$ cat src/design/lic_pkg.sv
// Package for the lamp ignition controller.
// Holds the input and result word types and the fixed codes; no dependencies.
package lic_pkg;

  // Width of the configuration data port (widest register).
  localparam int CFG_W = 16;
  localparam int CFG_IDX_W = 2;

  // Configuration register indexes.
  localparam logic [CFG_IDX_W-1:0] REG_IGN_TIMEOUT  = 2'd0;
  localparam logic [CFG_IDX_W-1:0] REG_POST_TIMEOUT = 2'd1;
  localparam logic [CFG_IDX_W-1:0] REG_BYPASS       = 2'd2;
  localparam logic [CFG_IDX_W-1:0] REG_LAMP_MASK    = 2'd3;

  // Configuration reset values.
  localparam logic [CFG_W-1:0] IGN_TIMEOUT_RST  = 16'd120;
  localparam logic [CFG_W-1:0] POST_TIMEOUT_RST = 16'd60;
  localparam logic [1:0]       LAMP_MASK_RST    = 2'b11;

  // Command codes.
  localparam logic [1:0] CMD_ON  = 2'd1;
  localparam logic [1:0] CMD_OFF = 2'd2;

  // Notification kinds.
  localparam logic MSG_ONOFF = 1'b0;
  localparam logic MSG_ERROR = 1'b1;

  // Error codes.
  localparam logic [1:0] ERR_TIMEOUT = 2'd0;
  localparam logic [1:0] ERR_LAMP    = 2'd1;
  localparam logic [1:0] ERR_SAFETY  = 2'd2;

  // One scheduler pass.
  typedef struct packed {
    logic [1:0] command;
    logic       safety_active;
    logic       left_sensor;
    logic       right_sensor;
    logic       sample_strobe;
    logic       second_tick;
    logic       msg_accepted;
  } in_word_t;

  // Result of one pass.
  typedef struct packed {
    logic       left_drive;
    logic       right_drive;
    logic       msg_valid;
    logic       msg_kind;
    logic       msg_lamps_ok;
    logic [1:0] msg_error_code;
    logic       msg_last_request;
    logic       msg_left_status;
    logic       msg_right_status;
    logic [2:0] ctrl_state;
  } out_word_t;

endpackage

$ cat src/design/lic_debounce.sv
// One debounce sample of a lamp sensor: saturating counter with hysteresis.
// Uses no package items.
module lic_debounce #(
  parameter int DEBOUNCE_COUNT = 4
) (
  input  logic                                  en,
  input  logic                                  sense,
  input  logic [$clog2(DEBOUNCE_COUNT+1)-1:0]   cnt,
  input  logic                                  status,
  output logic [$clog2(DEBOUNCE_COUNT+1)-1:0]   cnt_next,
  output logic                                  status_next
);

  localparam int CW = $clog2(DEBOUNCE_COUNT + 1);
  localparam logic [CW-1:0] TOP = CW'(DEBOUNCE_COUNT);

  // Count toward the top on a lit bit, toward zero otherwise.
  always_comb begin
    cnt_next    = cnt;
    status_next = status;
    if (en) begin
      if (sense) begin
        if (cnt < TOP) begin
          cnt_next = cnt + CW'(1);
        end
      end else if (cnt != '0) begin
        cnt_next = cnt - CW'(1);
      end
      // Status only changes at the two ends of the range.
      if (cnt_next == TOP) begin
        status_next = 1'b1;
      end else if (cnt_next == '0) begin
        status_next = 1'b0;
      end
    end
  end

endmodule

$ cat src/design/lamp_ignition_controller_top.sv
// Two-lamp ignition controller, top level.
// Depends on lic_pkg and lic_debounce.
//
// Usage: each input word on in_word is one scheduler pass (command, interlock,
// sensor bits, sample strobe, second tick and the acceptance flag for the
// notification offered on the previous result). A word is taken at a clock
// edge where in_valid is high and in_stall is low. Each accepted word yields
// exactly one result word on out_word, shown with out_valid in the cycle after
// acceptance and held until out_stall is low at a clock edge.
// One word can be taken every cycle while out_stall is low: the whole pass
// (two debounce samples, timer updates and the control step) is a single
// level of logic from the held state into the state and result registers.
// While a result waits under out_stall, in_stall is high; as soon as the
// result is taken, a new word is accepted in the same cycle.
// Configuration is a plain write port (cfg_write, cfg_index, cfg_data); the user
// must write it only while the block is idle, which the block does not enforce.
// Reset (rst, synchronous) puts the machine in the off state with lamps off,
// clears all counters and timers, and loads the register defaults
// (120 s ignition timeout, 60 s post-ignition, no bypass, both lamps enabled).
module lamp_ignition_controller_top #(
  parameter int DEBOUNCE_COUNT = 4,
  parameter int TIMER_WIDTH    = 16
) (
  input  logic                           clk,
  input  logic                           rst,
  input  logic                           cfg_write,
  input  logic [lic_pkg::CFG_IDX_W-1:0]  cfg_index,
  input  logic [lic_pkg::CFG_W-1:0]      cfg_data,
  input  logic                           in_valid,
  output logic                           in_stall,
  input  lic_pkg::in_word_t              in_word,
  output logic                           out_valid,
  input  logic                           out_stall,
  output lic_pkg::out_word_t             out_word
);

  localparam int CW = $clog2(DEBOUNCE_COUNT + 1);
  localparam int TW = TIMER_WIDTH;
  localparam logic [63:0] TIMER_MAX = (64'd1 << TW) - 64'd1;

  typedef enum logic [2:0] {
    ST_OFF        = 3'd0,
    ST_IGN        = 3'd1,
    ST_POST       = 3'd2,
    ST_SEND_ONOFF = 3'd3,
    ST_ON         = 3'd4,
    ST_SEND_ERR   = 3'd5,
    ST_SAFE       = 3'd6
  } state_t;

  // Configuration registers.
  logic [lic_pkg::CFG_W-1:0] ign_timeout;
  logic [lic_pkg::CFG_W-1:0] post_timeout;
  logic                      sensor_bypass;
  logic [1:0]                lamp_mask;

  // Controller state. Lamp index 0 is left, 1 is right.
  state_t          state;
  state_t          return_state;
  logic            pending_on;
  logic            pending_off;
  logic            last_request;
  logic            error_reported;
  logic [1:0]      error_code;
  logic [CW-1:0]   debounce_count [2];
  logic [1:0]      lamp_status;
  logic [TW-1:0]   ignition_timer;
  logic [TW-1:0]   post_ignition_timer;
  logic [1:0]      drive;

  // Next values.
  state_t          state_next;
  state_t          return_state_next;
  logic            pending_on_next;
  logic            pending_off_next;
  logic            last_request_next;
  logic            error_reported_next;
  logic [1:0]      error_code_next;
  logic [CW-1:0]   debounce_count_next [2];
  logic [1:0]      lamp_status_next;
  logic [TW-1:0]   ignition_timer_next;
  logic [TW-1:0]   post_ignition_timer_next;
  logic [1:0]      drive_next;
  lic_pkg::out_word_t result_next;

  // Sample results: stage a is the strobe sample, stage b the state sample.
  logic [CW-1:0]   cnt_a [2];
  logic [CW-1:0]   cnt_b [2];
  logic [1:0]      stat_a;
  logic [1:0]      stat_b;
  logic [1:0]      sense;
  logic            ok_a;
  logic            ok_b;
  logic [TW-1:0]   ign_load;
  logic [TW-1:0]   post_load;
  logic            accept;

  assign in_stall = out_valid & out_stall;
  assign accept   = in_valid & ~in_stall;

  // A disabled lamp reads as dark.
  assign sense[0] = lamp_mask[1] & in_word.left_sensor;
  assign sense[1] = lamp_mask[0] & in_word.right_sensor;

  // Debounce filters, two chained samples per lamp.
  for (genvar i = 0; i < 2; i++) begin : g_lamp
    lic_debounce #(
      .DEBOUNCE_COUNT(DEBOUNCE_COUNT)
    ) u_sample_a (
      .en          (in_word.sample_strobe & ~sensor_bypass),
      .sense       (sense[i]),
      .cnt         (debounce_count[i]),
      .status      (lamp_status[i]),
      .cnt_next    (cnt_a[i]),
      .status_next (stat_a[i])
    );
    lic_debounce #(
      .DEBOUNCE_COUNT(DEBOUNCE_COUNT)
    ) u_sample_b (
      .en          (~sensor_bypass),
      .sense       (sense[i]),
      .cnt         (cnt_a[i]),
      .status      (stat_a[i]),
      .cnt_next    (cnt_b[i]),
      .status_next (stat_b[i])
    );
  end

  // Effective left status: on under bypass; borrows the right lamp's when only that one is enabled.
  function automatic logic left_eff(logic bypass, logic [1:0] mask, logic [1:0] stat);
    logic r;
    if (bypass) begin
      r = 1'b1;
    end else if (!mask[1] && mask[0]) begin
      r = stat[1];
    end else begin
      r = stat[0];
    end
    return r;
  endfunction

  // Effective right status: on under bypass; borrows the left lamp's when only that one is enabled.
  function automatic logic right_eff(logic bypass, logic [1:0] mask, logic [1:0] stat);
    logic r;
    if (bypass) begin
      r = 1'b1;
    end else if (!mask[0] && mask[1]) begin
      r = stat[0];
    end else begin
      r = stat[1];
    end
    return r;
  endfunction

  // All enabled lamps report on; true when no lamp is enabled.
  function automatic logic lamps_ok(logic bypass, logic [1:0] mask, logic [1:0] stat);
    logic r;
    r = 1'b1;
    if (mask[1] && !left_eff(bypass, mask, stat)) begin
      r = 1'b0;
    end
    if (mask[0] && !right_eff(bypass, mask, stat)) begin
      r = 1'b0;
    end
    return r;
  endfunction

  // Drive update for enabled lamps only.
  function automatic logic [1:0] drive_set(logic [1:0] mask, logic [1:0] cur, logic on);
    logic [1:0] d;
    d = cur;
    if (mask[1]) begin
      d[0] = on;
    end
    if (mask[0]) begin
      d[1] = on;
    end
    return d;
  endfunction

  assign ok_a = lamps_ok(sensor_bypass, lamp_mask, stat_a);
  assign ok_b = lamps_ok(sensor_bypass, lamp_mask, stat_b);

  // Timer load values, saturated to the timer width.
  always_comb begin
    ign_load  = ({48'd0, ign_timeout} > TIMER_MAX) ? '1 : TW'(ign_timeout);
    post_load = ({48'd0, post_timeout} > TIMER_MAX) ? '1 : TW'(post_timeout);
  end

  // One scheduler pass.
  always_comb begin
    state_next          = state;
    return_state_next   = return_state;
    pending_on_next     = pending_on;
    pending_off_next    = pending_off;
    last_request_next   = last_request;
    error_reported_next = error_reported;
    error_code_next     = error_code;
    debounce_count_next = cnt_a;
    lamp_status_next    = stat_a;
    ignition_timer_next = ignition_timer;
    post_ignition_timer_next = post_ignition_timer;
    drive_next          = drive;
    result_next         = '0;

    // Latch the command.
    if (in_word.command == lic_pkg::CMD_ON) begin
      last_request_next   = 1'b1;
      pending_on_next     = 1'b1;
      pending_off_next    = 1'b0;
      error_reported_next = 1'b0;
    end else if (in_word.command == lic_pkg::CMD_OFF) begin
      last_request_next = 1'b0;
      pending_off_next  = 1'b1;
      pending_on_next   = 1'b0;
    end

    // Second tick, saturating at zero.
    if (in_word.second_tick) begin
      if (ignition_timer != '0) begin
        ignition_timer_next = ignition_timer - TW'(1);
      end
      if (post_ignition_timer != '0) begin
        post_ignition_timer_next = post_ignition_timer - TW'(1);
      end
    end

    // Control step.
    unique case (state)
      ST_OFF: begin
        if (pending_on_next) begin
          pending_on_next = 1'b0;
          if (!in_word.safety_active) begin
            debounce_count_next = '{default: '0};
            drive_next          = drive_set(lamp_mask, drive, 1'b1);
            ignition_timer_next = ign_load;
            state_next          = ST_IGN;
          end else begin
            error_reported_next = 1'b1;
            return_state_next   = ST_SAFE;
            error_code_next     = lic_pkg::ERR_SAFETY;
            state_next          = ST_SEND_ERR;
          end
        end else if (pending_off_next) begin
          pending_off_next    = 1'b0;
          debounce_count_next = '{default: '0};
          drive_next          = drive_set(lamp_mask, drive, 1'b0);
          return_state_next   = ST_OFF;
          state_next          = ST_SEND_ONOFF;
        end
      end
      ST_IGN: begin
        if (pending_off_next) begin
          pending_off_next    = 1'b0;
          debounce_count_next = '{default: '0};
          drive_next          = drive_set(lamp_mask, drive, 1'b0);
          state_next          = ST_SEND_ONOFF;
        end else begin
          debounce_count_next = cnt_b;
          lamp_status_next    = stat_b;
          if (ok_b) begin
            post_ignition_timer_next = post_load;
            state_next               = ST_POST;
          end else if (ignition_timer_next == '0) begin
            debounce_count_next = '{default: '0};
            drive_next          = drive_set(lamp_mask, drive, 1'b0);
            return_state_next   = ST_OFF;
            error_code_next     = lic_pkg::ERR_TIMEOUT;
            state_next          = ST_SEND_ERR;
          end
        end
      end
      ST_POST: begin
        if (pending_off_next) begin
          pending_off_next    = 1'b0;
          debounce_count_next = '{default: '0};
          drive_next          = drive_set(lamp_mask, drive, 1'b0);
          state_next          = ST_SEND_ONOFF;
        end else begin
          debounce_count_next = cnt_b;
          lamp_status_next    = stat_b;
          if (!ok_b) begin
            state_next = ST_IGN;
          end else if (post_ignition_timer_next == '0) begin
            return_state_next = ST_ON;
            state_next        = ST_SEND_ONOFF;
          end
        end
      end
      ST_SEND_ONOFF: begin
        result_next.msg_valid    = 1'b1;
        result_next.msg_kind     = lic_pkg::MSG_ONOFF;
        result_next.msg_lamps_ok = ok_a;
        if (in_word.msg_accepted) begin
          state_next = return_state;
        end
      end
      ST_ON: begin
        if (pending_off_next) begin
          pending_off_next    = 1'b0;
          debounce_count_next = '{default: '0};
          drive_next          = drive_set(lamp_mask, drive, 1'b0);
          return_state_next   = ST_OFF;
          state_next          = ST_SEND_ONOFF;
        end else if (pending_on_next) begin
          pending_on_next   = 1'b0;
          return_state_next = ST_ON;
          state_next        = ST_SEND_ONOFF;
        end else if (!ok_a && !error_reported_next) begin
          error_reported_next = 1'b1;
          if (!in_word.safety_active) begin
            return_state_next = ST_ON;
            error_code_next   = lic_pkg::ERR_LAMP;
          end else begin
            return_state_next = ST_SAFE;
            error_code_next   = lic_pkg::ERR_SAFETY;
          end
          state_next = ST_SEND_ERR;
        end
      end
      ST_SEND_ERR: begin
        result_next.msg_valid        = 1'b1;
        result_next.msg_kind         = lic_pkg::MSG_ERROR;
        result_next.msg_error_code   = error_code;
        result_next.msg_last_request = last_request_next;
        result_next.msg_left_status  = left_eff(sensor_bypass, lamp_mask, stat_a);
        result_next.msg_right_status = right_eff(sensor_bypass, lamp_mask, stat_a);
        if (in_word.msg_accepted) begin
          state_next = return_state;
        end
      end
      ST_SAFE: begin
        if (in_word.safety_active) begin
          if (pending_on_next) begin
            pending_on_next   = 1'b0;
            return_state_next = ST_SAFE;
            error_code_next   = lic_pkg::ERR_SAFETY;
            state_next        = ST_SEND_ERR;
          end else begin
            pending_on_next  = 1'b0;
            pending_off_next = 1'b0;
          end
        end else begin
          pending_on_next     = 1'b0;
          pending_off_next    = 1'b0;
          debounce_count_next = '{default: '0};
          drive_next          = drive_set(lamp_mask, drive, 1'b0);
          state_next          = ST_OFF;
        end
      end
      default: begin
      end
    endcase

    result_next.left_drive  = drive_next[0];
    result_next.right_drive = drive_next[1];
    result_next.ctrl_state  = 3'(state_next);
  end

  // State, configuration and result registers.
  always_ff @(posedge clk) begin
    if (rst) begin
      ign_timeout         <= lic_pkg::IGN_TIMEOUT_RST;
      post_timeout        <= lic_pkg::POST_TIMEOUT_RST;
      sensor_bypass       <= 1'b0;
      lamp_mask           <= lic_pkg::LAMP_MASK_RST;
      state               <= ST_OFF;
      return_state        <= ST_OFF;
      pending_on          <= 1'b0;
      pending_off         <= 1'b0;
      last_request        <= 1'b0;
      error_reported      <= 1'b0;
      error_code          <= lic_pkg::ERR_TIMEOUT;
      debounce_count      <= '{default: '0};
      lamp_status         <= '0;
      ignition_timer      <= '0;
      post_ignition_timer <= '0;
      drive               <= '0;
      out_valid           <= 1'b0;
    end else begin
      if (cfg_write) begin
        unique case (cfg_index)
          lic_pkg::REG_IGN_TIMEOUT:  ign_timeout   <= cfg_data;
          lic_pkg::REG_POST_TIMEOUT: post_timeout  <= cfg_data;
          lic_pkg::REG_BYPASS:       sensor_bypass <= cfg_data[0];
          lic_pkg::REG_LAMP_MASK:    lamp_mask     <= cfg_data[1:0];
          default: begin
          end
        endcase
      end
      if (accept) begin
        state               <= state_next;
        return_state        <= return_state_next;
        pending_on          <= pending_on_next;
        pending_off         <= pending_off_next;
        last_request        <= last_request_next;
        error_reported      <= error_reported_next;
        error_code          <= error_code_next;
        debounce_count      <= debounce_count_next;
        lamp_status         <= lamp_status_next;
        ignition_timer      <= ignition_timer_next;
        post_ignition_timer <= post_ignition_timer_next;
        drive               <= drive_next;
        out_valid           <= 1'b1;
        out_word            <= result_next;
      end else if (!out_stall) begin
        out_valid <= 1'b0;
      end
    end
  end

endmodule

$ cat config.mk
export PLATFORM = sky130hd
export DESIGN_NAME = lamp_ignition_controller_top
export DESIGN_NICKNAME = d
export VERILOG_FILES = /design/src/design/lic_pkg.sv /design/src/design/lic_debounce.sv /design/src/design/lamp_ignition_controller_top.sv
export SDC_FILE = /design/constraint.sdc
export NUM_CORES = 1
export LEC_CHECK = 0
export BUFFER_PORTS_ARGS = -buffer_cell sky130_fd_sc_hd__buf_2
export CORE_MARGIN = 2
export CORE_UTILIZATION = 40
export CTS_CLUSTER_DIAMETER = 150
export CTS_CLUSTER_SIZE = 8
export DETAILED_ROUTE_END_ITERATION = 7
export SLEW_MARGIN = 10
export SYNTH_ARGS = -nofsm -noshare
export SYNTH_HDL_FRONTEND = slang
export SYNTH_SLANG_ARGS = --single-unit
$ cat constraint.sdc
create_clock -name clk -period 3.81 [get_ports clk]
set_input_delay 0.5715 -clock clk [delete_from_list [all_inputs] [get_ports clk]]
set_output_delay 0.5715 -clock clk [all_outputs]
set_load 0.01 [all_outputs]
# Word-level counts from Yosys, hierarchy flattened
# Index checks and enable logic that the tools add are counted.
[totals]
ff_bits = 103
latchBits = 0
mem_bits_rw = 0
mem_bits_ro = 0
output_inout_bits = 15
memories = 0
[op_classes]
add_sub_neg = 10
mul = 0
div = 0
order_cmp = 4
n_eq_ne = 32
shifts = 0
mux = 141
bitwise = 8
n_reduce_logical = 43
[ops]
columns = ["operator", "n"]
rows = [
  ["$mux W16", 10],
  ["$mux W3", 49],
  ["$mux W1", 45],
  ["$mux W2", 21],
  ["$mux W6", 7],
  ["$logic_not A16 Y1", 2],
  ["$reduce_bool A16 Y1", 2],
  ["$sub A16 B1 Y16 const B", 2],
  ["$pmux W6 S5", 1],
  ["$ne A2 B2 Y1 const B", 13],
  ["$eq A3 B3 Y1 const B", 7],
  ["$pmux W3 S6", 1],
  ["$pmux W2 S4", 2],
  ["$logic_not A3 Y1", 5],
  ["$pmux W3 S5", 1],
  ["$reduce_and A13 Y1", 1],
  ["$add A3 B1 Y3 const B", 4],
  ["$lt A3 B3 Y1 const B", 4],
  ["$reduce_and A12 Y1", 1],
  ["$reduce_bool A3 Y1", 4],
  ["$sub A3 B1 Y3 const B", 4],
  ["$reduce_and A2 Y1", 5],
  ["$logic_not A1 Y1", 8],
  ["$reduce_or A2 Y1", 4],
  ["17 further kinds", 35],
]

# Longest topological paths before layout
# Gate-level depths: netlist of the first run.
[logic_depth]
word_depth = 22
ltp_mapped = 20

# Cells and area by module
# A second synthesis of the first run with hierarchy kept.
[hier_totals]
hier_cells = 900
hier_area_um2 = 6771.5
[by_module_without_submodules]
columns = ["module", "n_inst", "cells_per_inst", "area_per_inst_um2", "seq_area_each_um2"]
rows = [
  ["lamp_ignition_controller_top", 1, 808, 6035.8, 2172.1],
  ["lic_debounce", 4, 23, 183.9, 0.0],
]

# Worst setup path after synthesis of the first run
# OpenSTA, ideal clock, no wires.
[synth_path]
path_type = "reg-to-reg"
startpoint = "register debounce_count[0] (netlist bit)"
endpoint = "register error_code[0]"
setup_time_ps = 123
t_arrival_ps = 3766
setup_slack_ps = -80
path_stages_with_launch = 16
path_buffers = 1
cell_sequence = "dfxtp_1 clkbuf_1 inv_1 ha_1 nor2b_1 a2111o_1 and3_1 ha_1 ha_1 o21a_1 a41oi_2 mux2_2 and2_4 o2111ai_2 a21oi_1 mux2_1"
[synth_between]
elab_chain_cells = 21
elab_cells_between_ends = 52
cone_classes = "add/sub (4); order compare (2); eq/ne (4); mux (27); reduce/logical (15)"
[synth_rtl]
columns = ["item", "line", "source"]
rows = [
  ["start, declared", "lamp_ignition_controller_top.sv:65", "logic [CW-1:0] debounce_count [2];"],
  ["start signal, assigned", "lamp_ignition_controller_top.sv:399", "debounce_count <= debounce_count_next;"],
  ["$sub A3 B1 Y3 (tied with other cells)", "lic_debounce.sv:27", "cnt_next = cnt - CW'(1);"],
  ["$mux W3, on equally long branches", "lic_debounce.sv:26, lic_debounce.sv:23", ""],
  ["$mux W3", "lic_debounce.sv:22", "if (sense) begin"],
  ["$mux W3 (2 in a row)", "lic_debounce.sv:21", "if (en) begin"],
  ["$sub A3 B1 Y3 (tied with other cells)", "lic_debounce.sv:27", ""],
  ["$mux W3, on equally long branches", "lic_debounce.sv:26, lic_debounce.sv:23", ""],
  ["$mux W3", "lic_debounce.sv:22", ""],
  ["$mux W3", "lic_debounce.sv:21", ""],
  ["[4 not listed]", "-", ""],
  ["$mux W1", "lamp_ignition_controller_top.sv:134", "end else if (!mask[1] && mask[0]) begin"],
  ["$mux W1", "lamp_ignition_controller_top.sv:132", "if (bypass) begin"],
  ["$logic_not A1 Y1", "lamp_ignition_controller_top.sv:159", "if (mask[1] && !left_eff(bypass, mask, stat)) begin"],
  ["$logic_and A1 B1 Y1", "lamp_ignition_controller_top.sv:159", ""],
  ["$mux W1", "lamp_ignition_controller_top.sv:159", ""],
  ["$mux W1", "lamp_ignition_controller_top.sv:162", "if (mask[0] && !right_eff(bypass, mask, stat)) begin"],
  ["$ne A2 B2 Y1 (no source line)", "-", ""],
  ["$reduce_and A12 Y1 (no source line) *", "-", ""],
  ["end signal, assigned", "lamp_ignition_controller_top.sv:373", "error_code <= lic_pkg::ERR_TIMEOUT;"],
  ["end signal, assigned", "lamp_ignition_controller_top.sv:398", "error_code <= error_code_next;"],
  ["end, declared", "lamp_ignition_controller_top.sv:64", "logic [1:0] error_code;"],
]
# Every way passes the cells marked *; elsewhere a longest branch is shown, timed or not. The select of a mux whose other input is x is not followed.
# A chain may end at the register's enable or synchronous reset.

# Final worst setup path of the first run
[layout_path]
startpoint = "register sensor_bypass"
endpoint = "register drive[1]"
[layout_between]
elab_chain_cells = 20
elab_cells_between_ends = 45
cone_classes = "add/sub (4); order compare (2); eq/ne (2); mux (27); bitwise (2); reduce/logical (8)"
[layout_rtl]
columns = ["item", "line", "source"]
rows = [
  ["start, declared", "lamp_ignition_controller_top.sv:54", "logic sensor_bypass;"],
  ["start signal, assigned", "lamp_ignition_controller_top.sv:385", "lic_pkg::REG_BYPASS: sensor_bypass <= cfg_data[0];"],
  ["$not A1 Y1", "-", ""],
  ["$and A1 B1 Y1", "lamp_ignition_controller_top.sv:110", ".en (in_word.sample_strobe & ~sensor_bypass),"],
  ["$mux W3", "lic_debounce.sv:21", ""],
  ["$sub A3 B1 Y3 (tied with other cells)", "lic_debounce.sv:27", ""],
  ["$mux W3, on equally long branches", "lic_debounce.sv:26, lic_debounce.sv:23", ""],
  ["$mux W3", "lic_debounce.sv:22", ""],
  ["$mux W3", "lic_debounce.sv:21", ""],
  ["$logic_not A3 Y1", "lic_debounce.sv:32", "end else if (cnt_next == '0) begin"],
  ["[4 not listed]", "-", ""],
  ["$mux W1", "lamp_ignition_controller_top.sv:132", ""],
  ["$logic_not A1 Y1", "lamp_ignition_controller_top.sv:159", ""],
  ["$logic_and A1 B1 Y1", "lamp_ignition_controller_top.sv:159", ""],
  ["$mux W1", "lamp_ignition_controller_top.sv:159", ""],
  ["$mux W1 *", "lamp_ignition_controller_top.sv:162", ""],
  ["$mux W2 *", "lamp_ignition_controller_top.sv:261", "if (ok_b) begin"],
  ["$mux W2 *", "lamp_ignition_controller_top.sv:253", "if (pending_off_next) begin"],
  ["$pmux W2 S4 *", "lamp_ignition_controller_top.sv:229", "unique case (state)"],
  ["end signal, assigned", "lamp_ignition_controller_top.sv:403", "drive <= drive_next;"],
  ["end, declared", "lamp_ignition_controller_top.sv:69", "logic [1:0] drive;"],
]
# Marks and branches as above.

==> results.cfg, run 1 <==
[global_routing]
grt_pass1_wl_um = 32800
grt_pass1_vias = 6450
grt_overflow = 0
grt_max_degree = 79
antenna_found_initial = 0
grtUsageTotal_pct = 22.2

[place]
port_buffers = 45
dp_hpwl_um = 14600
gp_congestion = 0.934
dpl_worst_slack_ns = 0.00598

[synth]
avgSynthCellArea_um2 = 7.44
synth_edf_count = 13
synth-main-ff-cell = dfxtp_1
seq_area_frac_synth_pct = 31.0
synth_area_leader_cell = dfxtp_1
ys_warn_count = 0
synthesis.area_um2 = 7010
syn_nets = 989
synth.distinct_cells = 81
yosys.area.top_type_share_pct = 25.4
syn_inst = 942
synth-seq-cells = 102
synthTopCellsByArea = dfxtp_1 25%, nand2_1 8.0%, a21oi_1 6.1%
async_reset_ff_share_pct = 0

[worst_setup_path]
rrSetupSlack_ns = 0.21
path_buf_inv = 3
critPathKind = flop to flop
cp_common_cell = buf_4
required_ns = 4.08
path_max_fanout = 9
crit_arrival_ns = 3.87
path_cells = nand2b_1 > buf_4 > a2bb2oi_1 > and3_4 > inv_1 > ha_1 > a211o_1 > a32oi_2 > a41oi_2 > mux2_4 > and2_4 > o2111ai_2 > buf_4 > a21oi_1 > o32ai_1
critPathLaunchType = flop
cpLargestDelayFamily = compound AO/OA/AOI/OAI gates
max_stage_delay_ns = 0.36
critPathCaptureType = flop
crit_slowest_cell = dfxtp_1

[sta]
fin_crit_ns = 3.60
timing.final.ws_setup_ns = 0.205
slew-limit-headroom_pct = 25.4
hold_viol_final = 0
slew_violations = 0
final.setup.tns_ns = 0
fin_skew_ns = 0.0155
tightest_slew_ns = 1.12
max_freq_mhz = 277
finalSetupViolCount = 0
fin_crit_sh_pct = 94.6

[finish]
drive_gt1_share_pct = 16.2
syn_to_final_growth_pct = 14.5
diodes = 0
final_util_pct = 46.6
final_nets = 1038
mostFrequentLayoutCell = nand2_1
layout_common_cells = 147 x nand2_1, 87 x dfxtp_1, 84 x a21oi_1, 77 x nor2_1, 58 x buf_4
fillers = 1769

[pwr]
ir_worst_vdd_uv = 359
p_per_area_nw_per_um2 = 693
p_leak_uw = 0.00322
power.total_uw = 5560

[flow_run]
drv_cap = 0

[floorplan]
core_area_um2 = 17200
die_area_um2 = 18600
die_h_um = 136
pin_count = 46
start_util_pct = 40.7
rows = 48
die_w_um = 136

[worst_hold_path]
min_path_type = primary input to flop

[clock_tree]
clkTransAtPathRegs_ns = 0.08
cts_max_path_buffers = 2
cts.sinks = 102
cts.htree.levels = 3
cts_hold_buf = 0
cts-buffers-inserted = 9
cts_tree = yes
cts-root-buf = clkbuf_16
clk_latency_ns = 0.37

[drt]
drtAntennaViolNets = 0
avgViaCountPerCell = 5.79
route.detailed.drc = 0
dr_total_vias = 7068
drt-initial-drc-count = 604
firstDrtPassIters = 5
wl_per_cell_um = 16.5
wl_um = 20200

[run_status]
outcome = completed
-- path summary, 6_finish.rpt --
| check | from | to | cells past startpoint |
|---|---|---|---|
| worst max-delay path | sensor_bypass | drive[1] | 15 |
| worst min-delay path | cfg_data[5] | ign_load[5] | 3 |
| worst max register to register | sensor_bypass | drive[1] | 15 |
| worst min register to register | lamp_status[1] | lamp_status[1] | 2 |
-- worst reg2reg max path, delay by kind of cell (launching register included) --
| family | cells | cell delay [ns] |
|---|---|---|
| compound gates | 7 | 1.34 |
| buf+inv | 3 | 0.47 |
| flops | 1 | 0.36 |
| simple gates | 3 | 0.67 |
| mux | 1 | 0.34 |
| fa+ha+maj | 1 | 0.33 |
-- sequential cells by signal, summed over array words and instances (netlist names) --
| register | cells |
|---|---|
| post_load | 16 |
| state | 3 |
| error_code | 2 |
| out_valid | 1 |
| ign_load | 16 |
| return_state | 2 |
| out_word | 13 |
| error_reported | 1 |
| last_request | 1 |
| pending_on | 1 |
| sensor_bypass | 1 |
| lamp_status | 2 |
| drive | 2 |
| debounce_count | 6 |
| lamp_mask | 2 |
| pending_off | 1 |
| ignition_timer | 16 |
| post_ignition_timer | 16 |
-- Yosys cell counts, types with 5 or more instances --
| cell type | count |
|---|---|
| nor3b_1 | 5 |
| a21oi_1 | 85 |
| o22ai_1 | 10 |
| ha_1 | 16 |
| o21a_1 | 10 |
| nor2b_1 | 8 |
| nand2_1 | 149 |
| a211o_1 | 5 |
| nand2b_1 | 14 |
| nor3_1 | 36 |
| mux2_2 | 5 |
| a211oi_1 | 10 |
| a221oi_1 | 6 |
| nand4_1 | 15 |
| nor4_1 | 10 |
| nor2_1 | 77 |
| and2_1 | 17 |
| clkbuf_1 | 42 |
| a21o_1 | 10 |
| o21ai_0 | 48 |
| nand3_1 | 32 |
| o32ai_1 | 8 |
| buf_2 | 18 |
| or3_1 | 7 |
| mux2i_1 | 21 |
| dfxtp_1 | 89 |
| xnor2_1 | 5 |
| edfxtp_1 | 13 |
| o31ai_1 | 8 |
| nand3b_1 | 8 |
| o211ai_1 | 12 |
| and3_1 | 5 |
| a22oi_1 | 6 |
| a31oi_1 | 10 |
| inv_1 | 35 |
-- logic make-up (layout without fill, tap and decap cells) --
group | Yosys count | count (layout) | share of synthesized area (%)
AO/OA/AOI/OAI | 277 | 277 | 26.2
XOR/XNOR | 8 | 8 | 1.00
multiplexers | 28 | 28 | 4.12
flip-flops | 102 | 102 | 31.0
adder cells (fa/ha/maj) | 16 | 16 | 2.86
AND/OR/NAND/NOR | 408 | 408 | 28.5
buffers and inverters | 103 | 156 | 6.27
-- area by class of cell --
type | count | area [um^2] | area share, %
Tap cell | 225 | 282 | 3.51
Multi-Input combinational cell | 737 | 4480 | 55.8
Timing Repair Buffer | 104 | 672 | 8.37
Sequential cell | 102 | 2170 | 27.1
Clock inverter | 6 | 55.1 | 0.686
Clock buffer | 9 | 225 | 2.81
Inverter | 37 | 139 | 1.73
-- per-layer routing --
layer,routed length (um),global-route usage (%),share of wire [%]
met5,0,0,0
met4,240,5.32,1.2
met3,1110,3.43,5.5
met2,9300,35.8,46
met1,9540,31.2,47
-- per-stage QoR --
step	hold slack (ns)	std cells	area, um^2
global placement	0.444	1203	7650
CTS	0.430	1218	7930
global route	0.449	1220	8020
floorplan	0.431	942	7010
finish	0.437	1220	8020
detailed placement	0.447	1203	7650
-- where the power goes --
part	switching [uW]	internal (uW)
sequential	239	1260
combinational	1840	1330
clock	447	453
total	2530	3030
-- repair_timing --
item,in CTS,in global routing
endpoints found under the setup margin,0,33
resized for setup,0,19
setup buffers,0,2
Note: power is estimated with default switching activity, not from simulation.
==> inputs of run 2 (changes only) <==
--- a/config.mk
+++ b/config.mk
@@ -6,11 +6,15 @@
 export NUM_CORES = 1
 export LEC_CHECK = 0
 export BUFFER_PORTS_ARGS = -buffer_cell sky130_fd_sc_hd__buf_2
+export CAP_MARGIN = 20
+export CELL_PAD_IN_SITES_DETAIL_PLACEMENT = 2
+export CELL_PAD_IN_SITES_GLOBAL_PLACEMENT = 2
 export CORE_MARGIN = 2
-export CORE_UTILIZATION = 40
+export CORE_UTILIZATION = 33
 export CTS_CLUSTER_DIAMETER = 150
 export CTS_CLUSTER_SIZE = 8
 export DETAILED_ROUTE_END_ITERATION = 7
+export PLACE_DENSITY_LB_ADDON = 0.1
 export SLEW_MARGIN = 10
 export SYNTH_ARGS = -nofsm -noshare
 export SYNTH_HDL_FRONTEND = slang
==> results.cfg, run 2 (synthesized netlist as in run 1, its figures left out) <==
[global_routing]
antenna_found_initial = 0
grt_pass1_vias = 7845
grtUsageTotal_pct = 24.4
grt_pass1_wl_um = 43300
grt_max_degree = 79
grt_overflow = 0

[place]
gp_congestion = 0.845
place_area_um2 = 7810
dp.cells = 1266
port_buffers = 45
dp_hpwl_um = 20300
dpl_worst_slack_ns = -0.197

[pwr]
p_leak_uw = 0.00328
ir_worst_vdd_uv = 336
p_per_area_nw_per_um2 = 731

[finish]
layout_common_cells = 147 x nand2_1, 88 x dfxtp_1, 84 x a21oi_1, 77 x nor2_1, 70 x buf_4
final_util_pct = 39.2
stdcell_area_um2 = 8210
fillers = 2418
multi_input_area_um2 = 4480
final_nets = 1051
diodes = 0
drive_gt1_share_pct = 17.0
seq_area_um2 = 2170
fin_cells = 1284
syn_to_final_growth_pct = 17.1
mostFrequentLayoutCell = nand2_1

[sta]
fin_crit_ns = 3.68
fin_crit_sh_pct = 96.5
fin_skew_ns = 0.0147
tightest_slew_ns = 0.904
slew-limit-headroom_pct = 39.7
final.setup.tns_ns = 0
timing.final.ws_setup_ns = 0.134
max_freq_mhz = 272
slew_violations = 0
hold_viol_final = 0
finalSetupViolCount = 0

[clock_tree]
cts-buffers-inserted = 9
cts-root-buf = clkbuf_16
cts_max_path_buffers = 2
cts.htree.levels = 3
cts_tree = yes
clkTransAtPathRegs_ns = 0.08
clk_latency_ns = 0.37
cts.sinks = 102
cts_hold_buf = 0

[drt]
drtAntennaViolNets = 0
wl_um = 27000
firstDrtPassIters = 4
drt-initial-drc-count = 284
dr_total_vias = 7410
wl_per_cell_um = 21.0
avgViaCountPerCell = 5.77
route.detailed.drc = 0

[floorplan]
die_area_um2 = 22400
rows = 53
pin_count = 46
core_area_um2 = 21000
die_w_um = 150
die_h_um = 150
start_util_pct = 33.4

[worst_setup_path]
critPathCaptureType = flop
crit_arrival_ns = 3.94
critPathKind = flop to flop
critPathLaunchType = flop
required_ns = 4.08
path_max_fanout = 5

[flow_run]
drv_cap = 0

[worst_hold_path]
min_path_type = primary input to flop

[run_status]
outcome = completed
==> run 2: cell types whose count changed in the layout (fill, tap and decap cells not counted), sizes merged <==
cell,previous run,this run
bufinv,0,1
clkinv,4,2
clkinvlp,0,1
inv,39,40
buf,104,117
==> run 2: through the flow <==
step	hold slack, ns	power, uW
floorplan	0.431	3840
finish	0.453	6000
detailed placement	0.455	4930
global route	0.473	6480
CTS	0.451	5970
global placement	0.445	4770
==> run 2: area by class of cell <==
type,instances,area share (%)
repair buffers,117,9.42
clock buffers,9,2.74
multi-input cells,737,54.5
well taps,275,4.19
inverters,37,1.69
clock inverters,7,0.960
flip-flops and latches,102,26.5
==> run 2: power breakdown <==
| group | switching, uW | internal (uW) | total (uW) |
|---|---|---|---|
| Sequential | 261 | 1250 | 1520 |
| Clock | 480 | 521 | 1000 |
| Combinational | 2080 | 1410 | 3490 |
| Total | 2820 | 3180 | 6000 |
==> run 2: critical path: stages, from the launching register on <==
cell and delay, ns:
dfxtp_1 0.34, inv_1 0.06, ha_1 0.21, buf_4 0.16
inv_1 0.09, o22ai_1 0.10, a32oi_1 0.28, nand2_1 0.14
inv_1 0.09, ha_2 0.21, ha_4 0.15, a21oi_2 0.04
nand2_1 0.09, a32oi_1 0.07, a41oi_2 0.22, mux2_2 0.38
and2_4 0.19, o2111ai_4 0.23, buf_6 0.15, a21oi_1 0.09
o32ai_1 0.31
==> run 2: worst paths after layout <==
kind / startpoint / to / slack, ns / cells after the start
max: debounce_count[0] / drive[1] / 0.13 / 20
min: cfg_data[3] / post_load[3] / 0.45 / 3
max reg2reg: debounce_count[0] / drive[1] / 0.13 / 20
min reg2reg: post_load[1] / post_load[1] / 0.46 / 2
==> run 2: what timing repair did <==
item                                    in CTS  in global routing
endpoints found under the setup margin       7                 31
buffers inserted                             1                  1
pin swaps                                    1                  6
gates resized for setup                      5                 12
==> run 2: per-layer routing <==
metal  GRT usage, %  wire length [um]
met5              0                 0
met4           5.24               383
met3           3.48               819
met2           43.6             13500
met1           31.3             12300
==> inputs of run 3 (changes only) <==
--- a/config.mk
+++ b/config.mk
@@ -9,6 +9,7 @@
 export CAP_MARGIN = 20
 export CELL_PAD_IN_SITES_DETAIL_PLACEMENT = 2
 export CELL_PAD_IN_SITES_GLOBAL_PLACEMENT = 2
+export CORE_ASPECT_RATIO = 1.75
 export CORE_MARGIN = 2
 export CORE_UTILIZATION = 33
 export CTS_CLUSTER_DIAMETER = 150
==> results.cfg, run 3 (synthesized netlist as in run 1, its figures left out) <==
[finish]
final_nets = 1054
seq_area_um2 = 2180
syn_to_final_growth_pct = 18.6
multi_input_area_um2 = 4580
fillers = 2473
drive_gt1_share_pct = 18.8
diodes = 0
mostFrequentLayoutCell = nand2_1
stdcell_area_um2 = 8310
layout_common_cells = 147 x nand2_1, 86 x dfxtp_1, 83 x a21oi_1, 77 x nor2_1, 72 x buf_4

[pwr]
p_sw_share_pct = 47.0
p_per_area_nw_per_um2 = 741
p_leak_uw = 0.00333
internal_power_uw = 3260
p_switching_uw = 2890
clockPowerShare_pct = 15.5
ir_worst_vdd_uv = 415
pwr-share-comb_pct = 59.5
p_seq_share_pct = 25.0

[sta]
hold_viol_final = 0
slew-limit-headroom_pct = 35.9
fin_skew_ns = 0.0132
fin_crit_sh_pct = 97.5
finalSetupViolCount = 0
fin_crit_ns = 3.72
hold_slack_ns = 0.456
slew_violations = 0
max_freq_mhz = 269
timing.final.ws_setup_ns = 0.0950
tightest_slew_ns = 0.957

[worst_setup_path]
cp_common_cell = ha_4
crit_arrival_ns = 3.98
required_ns = 4.07
worstReg2RegStart = debounce_count[0]
rr_worst_depth = 17
path_cells = inv_2 > ha_4 > nor2b_4 > a2111o_1 > and3_4 > ha_4 > ha_4 > a21oi_2 > nand2_1 > a32oi_2 > a41oi_2 > mux2_4 > and2_4 > o2111ai_4 > buf_6 > a21oi_1 > o32ai_2
critPathKind = flop to flop
critical_path.startpoint = debounce_count[0]
crit_slowest_cell = a2111o_1
critPathCaptureType = flop
max_stage_delay_ns = 0.45
critPathLaunchType = flop
path_max_fanout = 5

[global_routing]
grt_max_degree = 79
grt_overflow = 0
grt_pass1_vias = 8314
grt_pass1_wl_um = 45400
grtUsageTotal_pct = 26.1
antenna_found_initial = 1

[worst_hold_path]
holdPathStages = 3
worstHoldStart = cfg_data[6]
min_path_type = primary input to flop

[clock_tree]
cts_tree = yes
cts_hold_buf = 0
cts_max_path_buffers = 2
cts-buffers-inserted = 9
clkTransAtPathRegs_ns = 0.08
cts.sinks = 102
cts-root-buf = clkbuf_16
clk_latency_ns = 0.37
cts.htree.levels = 3

[drt]
avgViaCountPerCell = 5.96
wl_um = 28900
wl_per_cell_um = 22.9
drtAntennaViolNets = 0
drt-initial-drc-count = 257
firstDrtPassIters = 4
dr_total_vias = 7526
route.detailed.drc = 0

[place]
port_buffers = 45
gp_congestion = 0.924
place_area_um2 = 7790
dp_hpwl_um = 21700
dpl_worst_slack_ns = -0.288

[floorplan]
start_util_pct = 33.6
pin_count = 46
die_h_um = 197
die_w_um = 114
core_area_um2 = 20800
rows = 70
die_area_um2 = 22500

[flow_run]
drv_cap = 0

[run_status]
outcome = completed
-- run 3: cell count changes in the layout (fill, tap and decap cells not counted), moves of 2 or more --
cell      before  now
a32oi_1        4    2
a32oi_2        0    2
buf_12         0    2
buf_4         70   72
clkbuf_1       0    2
dfxtp_1       88   86
dfxtp_2        1    3
ha_1          13   11
ha_4           1    4
inv_1         35   31
inv_2          1    5
inv_6          3    1
-- run 3: power groups by stage --
stage	clock, uW	combinational [uW]	sequential (uW)
floorplan	0	2440	1400
global placement	0	3300	1530
detailed placement	0	3450	1550
CTS	975	3580	1530
global route	1010	4040	1560
finish	956	3660	1540
-- run 3: timing repair --
item | CTS | global route
resized for setup | 10 | 27
setup endpoints to repair | 18 | 29
gates cloned | 0 | 0
pin swaps | 8 | 11
setup buffers | 2 | 5
-- run 3: worst paths after layout --
check	slack, ns	endpoint
hold reg to reg	0.46	ign_load[14]
setup / recovery	0.09	drive[0]
setup reg to reg	0.09	drive[0]
hold / removal	0.46	ign_load[6]
-- run 3: metrics by stage --
step	setup TNS, ns	power, uW	instances	utilization [%]
finish	0	6160	1263	39.9
global route	-0.0807	6620	1263	39.9
CTS	0	6080	1258	39.1
detailed placement	-2.70	5000	1241	37.4
global placement	-0.130	4840	1241	37.4
floorplan	0	3840	942	-
-- run 3: cell type report --
cell class | count | area share (%)
Clock buffer | 13 | 3.27
Timing Repair Buffer | 120 | 9.83
Inverter | 37 | 1.67
Multi-Input combinational cell | 737 | 55.1
Tap cell | 252 | 3.79
Sequential cell | 102 | 26.2
Clock inverter | 2 | 0.166
-- run 3: routing by layer --
layer	GRT usage, %	share of wire (%)
met1	26.6	36
met2	52.0	58
met3	2.58	2.1
met4	11.7	3.7
met5	0	0.045
-- run 3: critical path, delay by kind of cell (launching register included) --
family	cells	cell delay, ns
AO/OA/AOI/OAI	7	1.60
AND/OR/NAND/NOR	4	0.62
adder cells (fa/ha/maj)	3	0.50
flip-flops	1	0.35
multiplexers	1	0.34
buffers and inverters	2	0.20
